**config.mk**
```make
export PLATFORM = sky130hd
export DESIGN_NAME = tmds_out_fifo
export DESIGN_NICKNAME = d
export VERILOG_FILES = /design/src/rtl/core/trimmed_mean_deadband_smoother_core_assert.svh /design/src/rtl/core/tmds_pkg.sv /design/src/rtl/core/tmds_out_fifo.sv
export SDC_FILE = /design/constraint.sdc
export NUM_CORES = 1
export LEC_CHECK = 0
export BUFFER_PORTS_ARGS = -buffer_cell sky130_fd_sc_hd__clkbuf_2
export CAP_MARGIN = 10
export CORE_MARGIN = 2
export CORE_UTILIZATION = 25
export CTS_CLUSTER_SIZE = 30
export DETAILED_ROUTE_END_ITERATION = 10
export SYNTH_ARGS = -nofsm -noshare
export SYNTH_HDL_FRONTEND = slang
export SYNTH_SLANG_ARGS = --single-unit
```
**constraint.sdc**
```tcl
create_clock -name clk -period 2.5 [get_ports clk]
set_input_delay 0.25 -clock clk [delete_from_list [all_inputs] [get_ports clk]]
set_output_delay 0.25 -clock clk [all_outputs]
set_load 0.05 [all_outputs]
```
**src/rtl/core/trimmed_mean_deadband_smoother_core_assert.svh**
```systemverilog
// ----------------------------------------------------------------------------
// Assertion macros for the trimmed-mean deadband smoother
// Shared property forms; each expects clk and rst_n in the using module.
// ----------------------------------------------------------------------------
`ifndef TRIMMED_MEAN_DEADBAND_SMOOTHER_CORE_ASSERT_SVH
`define TRIMMED_MEAN_DEADBAND_SMOOTHER_CORE_ASSERT_SVH

// Consequent must hold in the same cycle as the antecedent.
`define TMDS_ASSERT_SAME(label, ante, cons, msg) \
    label: assert property (@(posedge clk) disable iff (!rst_n) (ante) |-> (cons)) \
        else $error(msg);

// Consequent must hold in the cycle after the antecedent.
`define TMDS_ASSERT_NEXT(label, ante, cons, msg) \
    label: assert property (@(posedge clk) disable iff (!rst_n) (ante) |=> (cons)) \
        else $error(msg);

`endif

```
**src/rtl/core/tmds_pkg.sv**
```systemverilog
// ----------------------------------------------------------------------------
// tmds_pkg
// Types and fixed constants of the trimmed-mean deadband smoother.
// ----------------------------------------------------------------------------
`default_nettype none

package tmds_pkg;

    localparam int DATA_W      = 8;
    localparam int CELL_W      = 11;
    localparam int IN_TDATA_W  = 24;
    localparam int OUT_TDATA_W = 24;
    localparam int CFG_W       = 8;

    // x / 10 for x <= 2550 equals (x * 6554) >> 16.
    localparam int BLEND_W     = 12;
    localparam int RECIP_W     = 13;
    localparam logic [RECIP_W-1:0] BLEND_RECIP = 13'd6554;
    localparam int BLEND_SHIFT = 16;

    localparam int OQ_DEPTH = 4;
    localparam int OQ_AW    = 2;

    typedef logic [1:0] cfg_idx_t;
    localparam cfg_idx_t CFG_DEADBAND = 2'd0;
    localparam cfg_idx_t CFG_BYPASS   = 2'd1;
    localparam cfg_idx_t CFG_FLOOR    = 2'd2;

    typedef struct packed {
        logic [CELL_W-1:0] cell_out;
        logic [DATA_W-1:0] filtered;
    } tmds_result_t;

    typedef struct packed {
        logic         valid;
        tmds_result_t data;
    } oq_push_t;

endpackage

`default_nettype wire

```
**src/rtl/core/tmds_out_fifo.sv**
```systemverilog
// ----------------------------------------------------------------------------
// tmds_out_fifo
// Small result queue that decouples the update pipeline from the receiver.
// ----------------------------------------------------------------------------
`default_nettype none

module tmds_out_fifo
    import tmds_pkg::*;
(
    input  logic               clk,
    input  logic               rst_n,
    input  oq_push_t           push,
    output logic               out_valid,
    input  logic               out_ready,
    output tmds_result_t       out_data,
    output logic [OQ_AW:0]     count
);

    tmds_result_t         entry_reg [OQ_DEPTH];
    logic [OQ_AW-1:0]     wr_ptr_reg;
    logic [OQ_AW-1:0]     wr_ptr_next;
    logic [OQ_AW-1:0]     rd_ptr_reg;
    logic [OQ_AW-1:0]     rd_ptr_next;
    logic [OQ_AW:0]       count_reg;
    logic [OQ_AW:0]       count_next;
    logic                 pop;

    assign out_valid = (count_reg != '0);
    assign out_data  = entry_reg[rd_ptr_reg];
    assign count     = count_reg;
    assign pop       = out_valid && out_ready;

    always_comb
    begin
        wr_ptr_next = push.valid ? wr_ptr_reg + 1'b1 : wr_ptr_reg;
        rd_ptr_next = pop ? rd_ptr_reg + 1'b1 : rd_ptr_reg;
        count_next  = count_reg + (OQ_AW+1)'(push.valid) - (OQ_AW+1)'(pop);
    end

    always_ff @(posedge clk or negedge rst_n)
    begin
        if (!rst_n)
        begin
            wr_ptr_reg <= '0;
            rd_ptr_reg <= '0;
            count_reg  <= '0;
        end
        else
        begin
            wr_ptr_reg <= wr_ptr_next;
            rd_ptr_reg <= rd_ptr_next;
            count_reg  <= count_next;
        end
    end

    always_ff @(posedge clk)
    begin
        if (push.valid)
        begin
            entry_reg[wr_ptr_reg] <= push.data;
        end
    end

endmodule

`default_nettype wire

```
==> results of run 1 <==
power by group through the flow:
stage / Clock [mW] / Sequential [mW] / Combinational [mW]
5_1_grt: 1.39 / 1.97 / 2.24
3_5_place_dp: 0 / 1.98 / 2.14
6_report: 1.30 / 1.94 / 2.08
2_1_floorplan: 0 / 2.03 / 1.55
3_3_place_gp: 0 / 1.95 / 2.12
4_1_cts: 1.34 / 1.95 / 2.14
cell usage in the layout (no fill, tap or decap), types with 2 or more instances in the layout:
| cell type | Yosys | routed |
|---|---|---|
| edfxtp_1 | 76 | 76 |
| clkbuf_2 | 0 | 45 |
| mux4_2 | 18 | 18 |
| xnor2_1 | 3 | 3 |
| ha_1 | 6 | 6 |
| xor2_1 | 2 | 2 |
| clkbuf_16 | 0 | 9 |
| inv_6 | 0 | 2 |
| and2_1 | 4 | 4 |
| buf_4 | 0 | 8 |
| inv_1 | 6 | 6 |
| clkinvlp_4 | 0 | 2 |
| dfrtp_1 | 7 | 7 |
worst paths after layout:
check / start / endpoint / slack [ps]
setup / recovery: rd_ptr_reg[0] / out_data[18] / 400
hold / removal: push[6] / entry_reg[0][6] / 140
setup reg to reg: count[1] / count[2] / 480
hold reg to reg: rd_ptr_reg[1] / rd_ptr_reg[1] / 470
max in group asynchronous: rst_n / rd_ptr_reg[1] / 2040
min in group asynchronous: rst_n / count[0] / 290
logic make-up (layout without fill, tap and decap cells):
group | Yosys count | count (layout) | share of synthesized area [%]
AND/OR/NAND/NOR | 6 | 6 | 1.12
XOR/XNOR | 5 | 5 | 1.39
AO/OA/AOI/OAI | 3 | 3 | 0.717
adder cells (fa/ha/maj) | 7 | 7 | 3.03
buffers and inverters | 10 | 77 | 1.75
multiplexers | 19 | 19 | 13.7
flip-flops | 83 | 83 | 78.2
layout make-up:
type                    instances  area (µm²)  area share (%)
clock buffers                   9         225            5.73
clock inverters                 7        75.1            1.91
repair buffers                 55         315            8.02
inverters                       6        22.5           0.573
multi-input cells              40         628            16.0
flip-flops and latches         83        2460            62.5
well taps                     168         210            5.34
repair_timing:
action | in CTS | in global routing
hold buffers | 1 | 0
setup buffers | 0 | 0
gates resized for setup | 0 | 0
endpoints found under the hold margin | 7 | 0
setup endpoints to repair | 0 | 0
synthesized netlist by cell type (all sizes together):
cell	n	area, µm²
ha	6	75.1
o311ai	1	8.76
or3	1	6.26
dfrtp	7	175
mux4	19	432
buf	4	32.5
xnor2	3	26.3
edfxtp	76	2280
xor2	2	17.5
o31a	1	8.76
fa	1	20.0
inv	6	22.5
nand2	1	3.75
and2	4	25.0
o21ai	1	5.00
per-stage QoR:
step           area, µm²  setup slack (ps)  total power, mW  hold slack [ps]
2_1_floorplan       3140               300             3.58            -45.6
3_3_place_gp        3620               537             4.07             95.3
3_5_place_dp        3620               475             4.11              107
4_1_cts             3930               350             5.43              127
5_1_grt             3930               309             5.60              134
6_report            3930               400             5.32              139
metal layers:
| metal | global-route usage (%) | vias to the layer above |
|---|---|---|
| li1 | - | 668 |
| met1 | 10.8 | 736 |
| met2 | 15.0 | 34 |
| met3 | 3.97 | 7 |
| met4 | 3.10 | 0 |
| met5 | 0 | - |
==> results.py, run 1 <==
metrics = {
    "critical_path": {
        "cp_data_required_time_ps": 2250,
        "arrival_ps": 1850,
        "critical_path.max_fanout": 19,
        "worst-path-buf-inv": 2,
        "worst-setup-path-type": "reg2out",
        "critical_path.cell_chain": "buf_12 -> mux4_1 -> clkbuf_2",
        "cpMaxStageDelayCell": "mux4_1",
        "endpoint_kind": "output port",
        "rr_worst_depth": 7,
        "cp.depth": 3,
        "slowest_delay_ps": 600,
        "startpoint_type": "register",
        "cpLargestDelayFamily": "multiplexers",
    },
    "worst_hold_path": {
        "hold_class": "in2reg",
        "hold_depth": 1,
    },
    "route": {
        "wirelength_mm": 5.61,
        "top_layer_used": "met4",
        "routedWlPerCell_um": 15.2,
        "vias": 1445,
        "drtIter0Drc": 122,
        "drc": 0,
        "dr_wl_met3_um": 284,
        "drtAntennaViolNets": 0,
        "vias_per_cell": 3.93,
        "wl_met2_mm": 2.92,
        "wl_met1_mm": 2.34,
        "drt_first_pass_iters": 3,
    },
    "clock_tree": {
        "root_buffer": "clkbuf_16",
        "htreeDepth": 3,
        "cts_tree": "done",
        "insertion_delay_ps": 330,
        "clkTransAtPathRegs_ps": 60,
        "cts_max_path_buffers": 2,
        "cts.sink_count": 83,
        "cts_buffers": 9,
    },
    "sta": {
        "worst_slew_pin_slew_ps": 393,
        "hold_viol_final": 0,
        "fin_skew_ps": 6.22,
        "rsz0062_at_grt": "false",
        "slew_headroom_pct": 73.4,
        "fin_crit_sh_pct": 84.0,
        "drv_slew": 0,
        "setup_viol": 0,
        "tns_ps": 0,
        "fin_crit_ps": 2100,
        "fmax_ghz": 0.476,
    },
    "floorplanning": {
        "io_pins": 46,
        "rows": 40,
        "start_util_pct": 25.8,
        "die_area_um2": 13500,
        "core_area_um2": 12200,
        "fp.dieW_um": 116,
        "die_h_um": 116,
    },
    "layout": {
        "fillers": 1172,
        "nets": 225,
        "largest_reg_flops": 76,
        "final_cells": 368,
        "diodes": 0,
        "area_growth_pct": 25.3,
        "utilization_pct": 32.3,
        "layout-drive-gt1-share_pct": 43.5,
    },
    "grt": {
        "grt_pass1_vias": 1579,
        "grt_antenna_before_repair": 0,
        "overflow": 0,
        "grt_max_degree": 20,
        "grt_pass1_wl_mm": 8.69,
        "grtUsageTotal_pct": 9.14,
    },
    "placement": {
        "detailedPlacementHpwl_mm": 3.77,
        "port_buffers": 45,
        "dpl.cell_count": 351,
        "gp_congestion": 0.607,
    },
    "power": {
        "power.density_nw_per_um2": 1350,
        "p_sw_share_pct": 38.5,
        "combPwrFrac_pct": 39.1,
        "pwr-share-seq_pct": 36.5,
        "switchingPower_mw": 2.05,
        "leakage_nw": 1.40,
        "ir_worst_vdd_uv": 654,
        "p_int_mw": 3.27,
        "clkPwrFrac_pct": 24.4,
    },
    "yosys": {
        "syn_nets": 163,
        "synth.ff_latch_count": 83,
        "syn_area_um2": 3140,
        "avgSynthCellArea_um2": 23.6,
        "ys_types": 17,
        "yosysSeqAreaShare_pct": 78.2,
        "netlist_instances": 133,
        "yosys_warnings": 0,
    },
    "status": {
        "status": "complete, no violations",
    },
    "run": {
        "drv_cap": 0,
    },
}
No activity file was read; power rests on OpenSTA's default activity.
==> run 2: changes to the inputs <==
==> constraint.sdc (replaced) <==
create_clock -name clk -period 1.84 [get_ports clk]
set_input_delay 0.184 -clock clk [delete_from_list [all_inputs] [get_ports clk]]
set_output_delay 0.184 -clock clk [all_outputs]
set_load 0.05 [all_outputs]
==> run 2 against run 1 <==
  * The run now ends with setup timing left
  * Via count grew 4.2%
  * Register-to-register slack lost 560 ps
  * First-iteration DRC count grew 7.4%
  * Total power grew 57%
  * Setup slack lost 480 ps
  * Final area grew 8.6%
  * Combinational power grew 76%
  * Die area is the same
  * Critical path type is now reg2reg
  * Largest power group unchanged
==> results.py, run 2 (synthesis gave the netlist of run 1 again) <==
metrics = {
    "placement": {
        "gp_congestion": 0.654,
        "place_ws_ps": -86.2,
        "port_buffers": 45,
        "detailedPlacementHpwl_mm": 3.87,
    },
    "sta": {
        "rsz0062_at_grt": "true",
        "drv_slew": 0,
        "slew_headroom_pct": 73.6,
        "fin_ws_ps": -80.2,
        "worst_slew_pin_slew_ps": 391,
        "fin_crit_ps": 1920,
        "setup_viol": 5,
        "hold_viol_final": 0,
        "fmax_ghz": 0.521,
        "fin_crit_sh_pct": 104,
        "fin_skew_ps": 4.94,
    },
    "power": {
        "power.density_nw_per_um2": 1950,
        "p_int_mw": 5.40,
        "leakage_nw": 1.54,
        "pwr-share-seq_pct": 31.6,
        "clkPwrFrac_pct": 24.4,
        "combPwrFrac_pct": 44.1,
        "ir_worst_vdd_uv": 1070,
        "p_sw_share_pct": 35.2,
        "switchingPower_mw": 2.93,
    },
    "route": {
        "drc": 0,
        "drtAntennaViolNets": 0,
        "wirelength_mm": 5.74,
        "vias": 1506,
        "vias_per_cell": 3.96,
        "routedWlPerCell_um": 15.1,
        "drt_first_pass_iters": 4,
        "drtIter0Drc": 131,
    },
    "critical_path": {
        "cp_data_required_time_ps": 2050,
        "rr_worst_depth": 7,
        "r2r-start": "count[2]",
        "arrival_ps": 2130,
        "startpoint_type": "register",
        "endpoint_kind": "register",
        "worst-setup-path-type": "reg2reg",
        "reg2reg_slack_ps": -80,
        "critical_path.max_fanout": 2,
        "r2r-end": "count[2]",
    },
    "grt": {
        "overflow": 0,
        "grt_max_degree": 16,
        "grt_pass1_wl_mm": 8.90,
        "grtUsageMet1_pct": 10.4,
        "grt_antenna_before_repair": 1,
        "use_met3_pct": 4.60,
        "busiest_layer": "met2",
        "grtUsageTotal_pct": 9.28,
        "grtUsageMet2_pct": 15.6,
        "grt_pass1_vias": 1676,
    },
    "floorplanning": {
        "start_util_pct": 25.8,
        "fp.dieW_um": 116,
        "die_h_um": 116,
        "io_pins": 46,
        "rows": 40,
        "core_area_um2": 12200,
        "die_area_um2": 13500,
    },
    "layout": {
        "regArea_um2": 2460,
        "fillers": 1148,
        "nets": 236,
        "multiInputGateArea_um2": 637,
        "layout_commonest_cell": "edfxtp_1",
        "area_growth_pct": 36.0,
        "largest_reg_flops": 76,
        "final_cell_mix": "76 x edfxtp_1, 26 x clkbuf_2, 19 x mux4_2, 17 x buf_4, 11 x buf_8",
        "layout-drive-gt1-share_pct": 50.7,
        "utilization_pct": 35.1,
    },
    "clock_tree": {
        "insertion_delay_ps": 330,
        "cts_buffers": 9,
        "clkTransAtPathRegs_ps": 60,
        "cts_max_path_buffers": 2,
        "cts.sink_count": 83,
        "root_buffer": "clkbuf_16",
        "cts_tree": "done",
        "htreeDepth": 3,
    },
    "worst_hold_path": {
        "hold_depth": 1,
        "hold_class": "in2reg",
        "min_from": "push[12]",
        "holdPathEnd": "entry_reg[3][12]",
    },
    "status": {
        "status": "finished, violations left",
        "violations": "setup timing",
    },
    "run": {
        "drv_cap": 0,
    },
}
run 2: cell types whose count changed in the layout (fill, tap and decap cells not counted), moves of 2 or more:
cell,change
buf_4,+9
buf_6,+8
buf_8,+11
bufinv_16,+2
clkbuf_2,-19
dfrtp_1,-4
dfrtp_2,+4
run 2: timing repair:
| item | 4_1_cts | 5_1_grt |
|---|---|---|
| gates resized for setup | 34 | 29 |
| pin swaps | 0 | 0 |
| endpoints found under the setup margin | 20 | 21 |
| hold endpoints to repair | 7 | 0 |
| gates cloned | 0 | 1 |
| setup buffers | 1 | 2 |
| hold buffers | 1 | 0 |
run 2: per-stage QoR:
step / instances / hold slack, ps / TNS [ps] / power (mW) / area (µm²)
after floorplan: 133 / -112 / -256 / 4.88 / 3150
after global placement: 358 / 30.4 / -25.7 / 5.65 / 3680
after detailed placement: 358 / 36.7 / -86.2 / 5.70 / 3680
after CTS: 376 / 61.3 / -689 / 8.13 / 4180
after global routing: 379 / 66.5 / -1080 / 8.73 / 4270
final: 380 / 72.0 / -136 / 8.33 / 4270
run 2: worst max path at each step:
stage | start | to | slack, ps | cells past startpoint
floorplan | count[2] | count[2] | -200 | 7
global placement | count[2] | count[2] | -30 | 7
detailed placement | count[2] | count[2] | -90 | 7
CTS | count[2] | count[2] | -80 | 7
global route | count[2] | count[2] | -200 | 7
finish | count[2] | count[2] | -80 | 7
run 2: layout make-up:
class / instances / share of cell area (%)
sequential: 83 / 57.7
timing repair buffer: 66 / 13.8
antenna: 1 / 0.0586
inverter: 6 / 0.527
multi-input combinational: 40 / 14.9
tap: 168 / 4.92
clock buffer: 9 / 5.27
clock inverter: 7 / 2.87
run 2: per-layer routing:
metal,up-vias,part of all wire (%)
met5,-,0
met2,38,50
met3,6,6.4
li1,689,-
met1,773,43
met4,0,0.73
run 2: critical path: stages, from the launching register on:
cell and delay, ps:
dfrtp_2 390, o31a_1 320, ha_1 280, inv_1 40, ha_2 160, fa_2 350
xnor2_2 140, xnor2_1 120
run 2: power by group through the flow:
| stage | clock network (mW) | registers (mW) | logic [mW] |
|---|---|---|---|
| 3_5_place_dp | 0 | 2.65 | 3.05 |
| 2_1_floorplan | 0 | 2.77 | 2.11 |
| 3_3_place_gp | 0 | 2.63 | 3.01 |
| 6_report | 2.03 | 2.63 | 3.67 |
| 5_1_grt | 2.16 | 2.66 | 3.91 |
| 4_1_cts | 2.08 | 2.62 | 3.43 |
==> run 3: changes to the inputs <==
==> constraint.sdc (replaced) <==
create_clock -name clk -period 1.65 [get_ports clk]
set_input_delay 0.165 -clock clk [delete_from_list [all_inputs] [get_ports clk]]
set_output_delay 0.165 -clock clk [all_outputs]
set_load 0.05 [all_outputs]
==> run 3 against run 2 <==
  * The flow still finishes with violations (setup timing)
  * Maximum frequency rose by 0.22%
  * Core utilization fell by 0.43 points
  * Critical path depth did not move
  * Global-route usage fell by 0.24 points
  * Total power rose by 6.8%
  * Flip-flop and latch count did not move
  * Die area did not move
  * Wire length fell by 3.1%
  * Combinational power rose by 6.8%
  * Clock-buffer cell count rose by 2
  * Critical path type unchanged
  * Critical endpoint unchanged
  * Highest routed layer unchanged
==> results.py, run 3 (synthesis gave the netlist of run 1 again) <==
metrics = {
    "status": {
        "status": "finished, violations left",
        "violations": "setup timing",
    },
    "route": {
        "drtIter0Drc": 144,
        "routedWlPerCell_um": 14.7,
        "drtAntennaViolNets": 0,
        "drc": 0,
        "wirelength_mm": 5.56,
        "drt_first_pass_iters": 4,
        "vias": 1488,
        "vias_per_cell": 3.94,
    },
    "critical_path": {
        "cpLargestDelayFamily": "adder cells",
        "worst-setup-path-type": "reg2reg",
        "worst-path-buf-inv": 1,
        "critical_path.max_fanout": 2,
        "cpMaxStageDelayCell": "dfrtp_2",
        "r2r-start": "count[2]",
        "critical_path.cell_chain": "o31a_1 -> ha_1 -> inv_1 -> ha_2 -> fa_2 -> xnor2_2 -> xnor2_1",
        "startpoint": "count[2]",
        "startpoint_type": "register",
        "endpoint_kind": "register",
        "cp_data_required_time_ps": 1860,
        "slowest_delay_ps": 390,
        "arrival_ps": 2130,
    },
    "floorplanning": {
        "die_area_um2": 13500,
        "core_area_um2": 12200,
        "start_util_pct": 25.8,
        "die_h_um": 116,
        "io_pins": 46,
        "fp.dieW_um": 116,
        "rows": 40,
    },
    "placement": {
        "detailedPlacementHpwl_mm": 3.72,
        "gp_congestion": 0.647,
        "dpl.cell_count": 357,
        "port_buffers": 45,
        "placed_area_um2": 3690,
    },
    "sta": {
        "worst_slew_pin_slew_ps": 377,
        "drv_slew": 0,
        "fin_crit_ps": 1920,
        "setup_viol": 21,
        "tns_ps": -3640,
        "fmax_ghz": 0.522,
        "rsz0062_at_grt": "true",
        "fin_ws_ps": -266,
        "slew_headroom_pct": 74.6,
        "whs_ps": 52.9,
        "fin_skew_ps": 5.68,
        "fin_crit_sh_pct": 116,
        "hold_viol_final": 0,
    },
    "worst_hold_path": {
        "min_from": "push[6]",
        "hold_class": "in2reg",
    },
    "layout": {
        "regArea_um2": 2460,
        "final_cell_mix": "76 x edfxtp_1, 25 x clkbuf_2, 19 x mux4_2, 19 x clkbuf_8, 15 x buf_4",
        "fillers": 1144,
        "multiInputGateArea_um2": 637,
        "largest_reg_flops": 76,
        "nets": 234,
        "area_growth_pct": 34.3,
        "finalInstanceArea_um2": 4220,
        "layout-drive-gt1-share_pct": 48.3,
        "layout_commonest_cell": "edfxtp_1",
        "final_cells": 378,
    },
    "grt": {
        "grt_pass1_vias": 1607,
        "grtUsageTotal_pct": 9.04,
        "grt_pass1_wl_mm": 8.65,
        "grt_antenna_before_repair": 1,
        "overflow": 0,
        "grt_max_degree": 20,
    },
    "clock_tree": {
        "htreeDepth": 3,
        "cts_buffers": 9,
        "root_buffer": "clkbuf_16",
        "cts_tree": "done",
        "insertion_delay_ps": 330,
        "cts_max_path_buffers": 2,
        "clkTransAtPathRegs_ps": 60,
        "cts.sink_count": 83,
    },
    "power": {
        "leakage_nw": 1.52,
        "power.density_nw_per_um2": 2110,
        "finalPower_mw": 8.90,
        "ir_worst_vdd_uv": 1060,
    },
    "run": {
        "drv_cap": 0,
    },
}
-- run 3: cell count changes in the layout (fill, tap and decap cells not counted), sizes merged --
| cell | change |
|---|---|
| bufinv | -1 |
| inv | -2 |
| clkbuf | +19 |
| buf | -19 |
| clkinv | +3 |
| clkinvlp | -2 |
-- run 3: final cells by class --
type / instances / area share (%)
Antenna cell: 1 / 0.0593
Clock inverter: 5 / 1.84
Inverter: 6 / 0.534
Multi-Input combinational cell: 40 / 15.1
Timing Repair Buffer: 64 / 13.6
Clock buffer: 11 / 5.52
Tap cell: 168 / 4.98
Sequential cell: 83 / 58.4
-- run 3: what timing repair did --
item	4_1_cts	5_1_grt
cloned	0	0
hold buffers	1	0
endpoints found under the setup margin	21	22
gates resized for setup	43	1
endpoints found under the hold margin	7	0
buffers inserted	2	1
-- run 3: path summary, 6_finish.rpt --
path / to / slack, ps / cells past startpoint
max reg2reg: count[2] / -270 / 7
max: count[2] / -270 / 7
min in group asynchronous: count[2] / 210 / 2
min reg2reg: rd_ptr_reg[1] / 530 / 1
max in group asynchronous: count[1] / 1260 / 2
min: entry_reg[2][6] / 50 / 1
-- run 3: metrics by stage --
stage	utilization (%)	setup WS, ps
after floorplan	-	-388
after global placement	30.3	-217
after detailed placement	30.3	-264
after CTS	34.6	-265
after global routing	34.7	-335
final	34.7	-266
-- run 3: power by group --
| part | internal, mW | total (mW) | switching [mW] | leakage [nW] |
|---|---|---|---|---|
| Combinational | 1.66 | 3.92 | 2.26 | 0.592 |
| Clock | 1.32 | 2.05 | 0.729 | 0.151 |
| Sequential | 2.79 | 2.93 | 0.140 | 0.777 |
-- run 3: routing by layer --
layer  vias to the layer above  global-route usage, %  routed length (µm)
li1                        687                      -                   -
met5                         -                      0                   0
met4                         0                   3.81                  80
met1                       754                   10.3                2360
met2                        38                   14.9                2770
met3                         9                   4.03                 349
